`config.mk`:
```
export PLATFORM = sky130hd
export DESIGN_NAME = ppz_ctrl
export DESIGN_NICKNAME = d
export VERILOG_FILES = /design/src/rtl/core/ppz_pkg.sv /design/src/rtl/core/ppz_ctrl.sv
export SDC_FILE = /design/constraint.sdc
export NUM_CORES = 1
export LEC_CHECK = 0
export ABC_AREA = 1
export BUFFER_PORTS_ARGS = -buffer_cell sky130_fd_sc_hd__buf_2
export CAP_MARGIN = 20
export CORE_AREA = 3 3 40 42
export DETAILED_ROUTE_END_ITERATION = 8
export DIE_AREA = 0 0 43 45
export GPL_TIMING_DRIVEN = 0
export SYNTH_ARGS = -nofsm -noshare
export SYNTH_HDL_FRONTEND = slang
export SYNTH_SLANG_ARGS = --single-unit
export TNS_END_PERCENT = 50
```
`constraint.sdc`:
```
create_clock -name clk -period 1.5 [get_ports clk]
set_input_delay 0.45 -clock clk [delete_from_list [all_inputs] [get_ports clk]]
set_output_delay 0.45 -clock clk [all_outputs]
set_load 0.01 [all_outputs]
```
`src/rtl/core/ppz_pkg.sv`:
```
// Shared constants and controller/datapath interface types for the point projection block.
package ppz_pkg;

    localparam logic [15:0] EMPTY_DEPTH = 16'hFFFF;
    localparam logic [15:0] MAX_DEPTH   = 16'hFFFE;

    localparam int Q_W    = 13;
    localparam int NUM_W  = 35;
    localparam int DSH_W  = 16 + Q_W - 1;
    localparam int IN_W   = 72;
    localparam int OUT_W  = 56;
    localparam int IDX_W  = 3;

    localparam logic [IDX_W-1:0] CFG_SCALE_X  = 3'd0;
    localparam logic [IDX_W-1:0] CFG_SCALE_Y  = 3'd1;
    localparam logic [IDX_W-1:0] CFG_SCALE_Z  = 3'd2;
    localparam logic [IDX_W-1:0] CFG_OFFSET_X = 3'd3;
    localparam logic [IDX_W-1:0] CFG_OFFSET_Y = 3'd4;
    localparam logic [IDX_W-1:0] CFG_FOCAL_X  = 3'd5;
    localparam logic [IDX_W-1:0] CFG_FOCAL_Y  = 3'd6;
    localparam logic [IDX_W-1:0] CFG_CENTER   = 3'd7;

    typedef struct packed {
        logic load;
        logic scale;
        logic mm;
        logic prod;
        logic num;
        logic addr;
        logic read;
        logic write;
        logic clear_step;
        logic emit;
    } ppz_cmd_t;

    typedef struct packed {
        logic kind;
        logic invalid;
        logic z_zero;
        logic in_frame;
        logic div_done;
        logic clear_last;
        logic out_free;
    } ppz_status_t;

endpackage

```
`src/rtl/core/ppz_ctrl.sv`:
```
// Controller state machine that sequences the projection datapath.
module ppz_ctrl
(
    input  logic                 clk,
    input  logic                 rst_n,
    input  logic                 s_axis_tvalid,
    output logic                 s_axis_tready,
    input  ppz_pkg::ppz_status_t status,
    output ppz_pkg::ppz_cmd_t    cmd
);
    import ppz_pkg::*;

    typedef enum logic [3:0] {
        ST_CLEAR,
        ST_IDLE,
        ST_SCALE,
        ST_MM,
        ST_PROD,
        ST_NUM,
        ST_DIV,
        ST_ADDR,
        ST_READ,
        ST_WRITE,
        ST_DONE
    } state_t;

    state_t state_reg;

    always_ff @(posedge clk or negedge rst_n)
    begin
        if (!rst_n)
        begin
            state_reg <= ST_CLEAR;
        end
        else
        begin
            case (state_reg)
                ST_CLEAR:
                begin
                    if (status.clear_last)
                    begin
                        state_reg <= ST_IDLE;
                    end
                end
                ST_IDLE:
                begin
                    if (s_axis_tvalid)
                    begin
                        state_reg <= ST_SCALE;
                    end
                end
                ST_SCALE:
                begin
                    if (status.kind)
                    begin
                        state_reg <= ST_ADDR;
                    end
                    else if (status.invalid)
                    begin
                        state_reg <= ST_DONE;
                    end
                    else
                    begin
                        state_reg <= ST_MM;
                    end
                end
                ST_MM:
                begin
                    state_reg <= ST_PROD;
                end
                ST_PROD:
                begin
                    state_reg <= status.z_zero ? ST_DONE : ST_NUM;
                end
                ST_NUM:
                begin
                    state_reg <= ST_DIV;
                end
                ST_DIV:
                begin
                    if (status.div_done)
                    begin
                        state_reg <= ST_ADDR;
                    end
                end
                ST_ADDR:
                begin
                    state_reg <= status.in_frame ? ST_READ : ST_DONE;
                end
                ST_READ:
                begin
                    state_reg <= ST_WRITE;
                end
                ST_WRITE:
                begin
                    state_reg <= ST_DONE;
                end
                ST_DONE:
                begin
                    if (status.out_free)
                    begin
                        state_reg <= ST_IDLE;
                    end
                end
                default:
                begin
                    state_reg <= ST_IDLE;
                end
            endcase
        end
    end

    always_comb
    begin
        cmd            = '0;
        cmd.load       = (state_reg == ST_IDLE) && s_axis_tvalid;
        cmd.scale      = (state_reg == ST_SCALE);
        cmd.mm         = (state_reg == ST_MM);
        cmd.prod       = (state_reg == ST_PROD);
        cmd.num        = (state_reg == ST_NUM);
        cmd.addr       = (state_reg == ST_ADDR);
        cmd.read       = (state_reg == ST_READ);
        cmd.write      = (state_reg == ST_WRITE);
        cmd.clear_step = (state_reg == ST_CLEAR);
        cmd.emit       = (state_reg == ST_DONE) && status.out_free;
    end

    assign s_axis_tready = (state_reg == ST_IDLE);

endmodule

```
# Word-level counts from Yosys, hierarchy flattened
# Cells that the tools add are included.
[word_totals]
register_bits = 4
in_bits = 10
word_cells = 28
[classes]
n_eq_ne = 14
mux = 9
n_reduce_logical = 4
[op_table]
columns = ["operator", "n"]
rows = [
  ["case mux 4 bit (11 select lines)", 1],
  ["two-way mux 4 bit", 7],
  ["== test 4 x 3 -> 1 bit, second input constant", 4],
  ["== test 4 bit, second input constant", 3],
  ["== test 4 x 2 -> 1 bit, second input constant", 2],
  ["inequality test 2 bit, second input constant", 4],
  ["== test 4 x 1 -> 1 bit, second input constant", 1],
  ["logical NOT 4 bit", 1],
  ["AND reduction 4 bit", 1],
  ["logical AND 1 bit", 2],
  ["two-way mux 2 bit", 1],
]

# Longest topological paths before layout
[logic_depth]
word_depth = 3
ltp_mapped = 8
ltp_nobuf = 8

# Worst setup path before layout
# Ideal clock, no wire load.
[synth_path]
path_type = "reg2out"
startpoint = "register state_reg[0]"
endpoint = "output port cmd[0] in the netlist's numbering"
arrival_ns = 0.976
slack_ns = 0.074
stages_incl_launch_ff = 4
cell_sequence = "dfrtp_1 nor2_2 inv_2 nor3_1"
[synth_lines]
columns = ["element", "line_no", "text"]
rows = [
  ["start: declaration", "ppz_ctrl.sv:27", "state_t state_reg;"],
  ["start signal: assignment", "ppz_ctrl.sv:73", "state_reg <= status.z_zero ? ST_DONE : ST_NUM;"],
  ["start signal: assignment", "ppz_ctrl.sv:88", "state_reg <= status.in_frame ? ST_READ : ST_DONE;"],
  ["end: declaration", "ppz_ctrl.sv:9", "output ppz_pkg::ppz_cmd_t cmd"],
]

==> flow_summary_export.csv <==
group,metric,value,unit
run_status,outcome,"finished, violations left",
run_status,violations,"setup timing",
setup_path,cp.required,1050,ps
route,wl_met3,65,um
sta,hold_viol,0,
route,drt_wl_total,1460,um
setup_path,slowest_delay,410,ps
final_layout,postLayoutCellArea,724,um2
floorplan,die_area,0.00194,mm2
final_layout,final_util,0.564,
clock_tree,clkLatencyLatePin,230,ps
sta,rsz0062_at_grt,"yes",
place,hpwl,932,um
sta,fmax,602,MHz
yosys,avgSynthCellArea,6.01,um2
route,post_drt_wl_per_cell,12.1,um
route,drt_iter0_markers,17,
setup_path,worstPathMaxFanout,5,
route,routed_via_density,4.76,
floorplan,rows,13,
yosys,synth.largest_area_cell,"dfrtp_1",
setup_path,critPathTopFamily,"flip-flops",
yosys,synthTopCellsByArea,"dfrtp_1 (23%), nand2_1 (15%), inv_1 (9.5%), nor2_2 (8.7%), nand2_2 (7.2%)",
final_layout,largest_reg_flops,4,
place,placed_area,552,um2
sta,setup-tns-final,-1440,ps
floorplan,core_area,0.00128,mm2
yosys,yosysMostFrequentCell,"nand2_1",
clock_tree,numCtsBuffers,3,
sta,layout_setup_ws,-161,ps
grt,antenna_found_initial,0,
sta,slew_headroom,0.798,
route,wl_met2,782,um
yosys,async_flop_share,1.00,
setup_path,crit_chain,"buf_4 -> nor2_4 -> inv_2 -> nor2_2 -> buf_2",
floorplan,die_width,43,um
sta,worst_hold_slack,13.0,ps
grt,grt_max_degree,6,
yosys,synth_common_cells,"nand2_1 (17), inv_1 (11), nand3_1 (6), nor2_2 (6)",
sta,finalClockSkew,4.47,ps
route,drtAntennaViolNets,0,
final_layout,layout-drive-gt1-share,0.604,
grt,grt-ovfl-total,0,
final_layout,nNetsFinal,118,
clock_tree,clock_path_buffers,2,
route,drt_first_pass_iters,4,
final_layout,syn2layout_area_growth,67.3,%
floorplan,pin_count,21,
yosys,synth_top_family_by_area,"simple AND/OR/NAND/NOR gates",
yosys,yosys_warnings,0,
route,topRoutingLayerUsed,"met4",
route,remaining_drc_errors,0,
place,gp_congestion,0.800,
final_layout,diodes,0,
setup_path,cp_num_buf_inv,3,
sta,worst_pin_slew,301,ps
yosys,synth_compound_area_frac,0.0347,
clock_tree,clock_sinks,4,
yosys,syn-num-nets,82,
setup_path,cp-endpoint,"cmd[6]",
yosys,synth_top_area_share,0.231,
clock_tree,root_buffer,"clkbuf_4",
min_path,hold_class,"primary input to async pin",
setup_path,ff2ff_path_depth,8,
setup_path,critical_path_depth,5,
place,portBuffers,20,
sta,finalCriticalPeriod,1660,ps
clock_tree,path_clk_slew,40,ps
sta,min_period_over_period,1.11,
floorplan,initial_core_util,0.337,
yosys,synth_xor_area_frac,0,
setup_path,worstPathArrival,1210,ps
final_layout,fillerInstances,120,
power,powerDensity,2080,mW/mm2
setup_path,critPathLaunchType,"register",
route,vias,576,
sta,drv_slew,0,
setup_path,crit_path_end_kind,"output pin",
yosys,yosys.area_share.adder,0,
sta,setup_viol_count_final,11,
yosys,synth-simple-area-share,0.581,
setup_path,path_class,"register to output pin",
setup_path,r2r_slack,140,ps
route,wl_met1,599,um
setup_path,r2r-start,"state_reg[1]$_DFFE_PN0P_",
yosys,synthMuxAreaShare,0,
clock_tree,cts_tree,"built",
clock_tree,h-tree-depth,1,
yosys,syn_inst,72,
grt,grt_pass1_wl,2260,um
setup_path,crit_path_start,"state_reg[1]$_DFFE_PN0P_",
yosys,yosysUniqueCellTypes,16,
yosys,synthFlopType,"dfrtp_1",
yosys,ys_ff_latch,4,
setup_path,worstReg2RegEnd,"state_reg[0]$_DFFE_PN0P_",
grt,grtUsageTotal,0.153,
grt,first_global_vias,553,
job,max-cap-violations,0,
clock_tree,cts_hold_buf,0,
yosys,synth_edf_count,0,
yosys,syn_area,433,um2
setup_path,cpMaxStageDelayCell,"dfrtp_1",
place,place_worst_setup_slack,-39.1,ps
floorplan,die_h,45,um
power,peakVddDrop,0.690,mV
power,power.leakage,0.000428,uW
yosys,seq_area_frac_synth,0.231,
-- per-layer routing --
| metal | vias up | global-route usage |
|---|---|---|
| li1 | 291 | - |
| met1 | 261 | 0.177 |
| met2 | 22 | 0.278 |
| met3 | 2 | 0.0239 |
| met4 | 0 | 0.0663 |
| met5 | - | 0 |
-- repair_timing --
item | CTS | global route
buffers inserted | 8 | 3
endpoints found under the setup margin | 11 | 11
resized for setup | 14 | 5
pin swaps | 5 | 5
-- how the worst min path moves through the flow --
stage | start | end | slack, ps
2_1_floorplan | rst_n | state_reg[0]$_DFFE_PN0P_ | 150
3_3_place_gp | rst_n | state_reg[3]$_DFFE_PN0P_ | 260
3_5_place_dp | rst_n | state_reg[0]$_DFFE_PN0P_ | 260
4_1_cts | rst_n | state_reg[1]$_DFFE_PN0P_ | 10
5_1_grt | rst_n | state_reg[1]$_DFFE_PN0P_ | 9
6_report | rst_n | state_reg[1]$_DFFE_PN0P_ | 10
-- cells in the final DEF (no fill, tap or decap) --
cell      synthesis  routed
clkbuf_4          0       3
nand2_1          17      16
o21ai_0           2       2
nor2_2            6       4
nand2_2           5       5
dfrtp_2           0       3
buf_6             0       2
nand4_1           2       2
buf_4             0      11
inv_2             5       6
buf_2             0      18
nor2_4            2       6
inv_4             1       2
inv_1            11       9
nor2_1            5       3
nand2_4           0       1
a21oi_1           1       1
dfrtp_1           4       1
nand3b_1          2       2
nor3_4            0       1
nor3_2            1       2
nand3_1           6       6
-- cell families (layout without fill, tap and decap cells) --
kind of cell,Yosys count,in the layout
simple gates,48,48
buf+inv,17,51
flops,4,4
compound gates,3,3
-- stage by stage --
stage	power (uW)	std cells
finish	1510	121
global route	1620	121
CTS	1390	118
detailed placement	992	107
global placement	993	107
floorplan	791	72
-- worst reg2reg max path, delay by kind of cell (launching register included) --
family / cells / cell delay (ps)
and+or+nand+nor: 4 / 230
buffers and inverters: 3 / 330
DFF: 1 / 410
AOI/OAI and AO/OA: 1 / 270
-- power breakdown --
part,switching (uW),internal [uW],total (uW)
Clock,39.4,89.1,128
Combinational,638,471,1110
Sequential,99.7,168,268
-- area by class of cell --
cell class / count / area, um2 / area share
repair buffers: 31 / 195 / 0.269
clock buffers: 3 / 22.5 / 0.0311
multi-input cells: 51 / 315 / 0.435
flip-flops and latches: 4 / 104 / 0.143
inverters: 17 / 68.8 / 0.0950
well taps: 15 / 18.8 / 0.0259
Power figures use the tool's default switching activity.
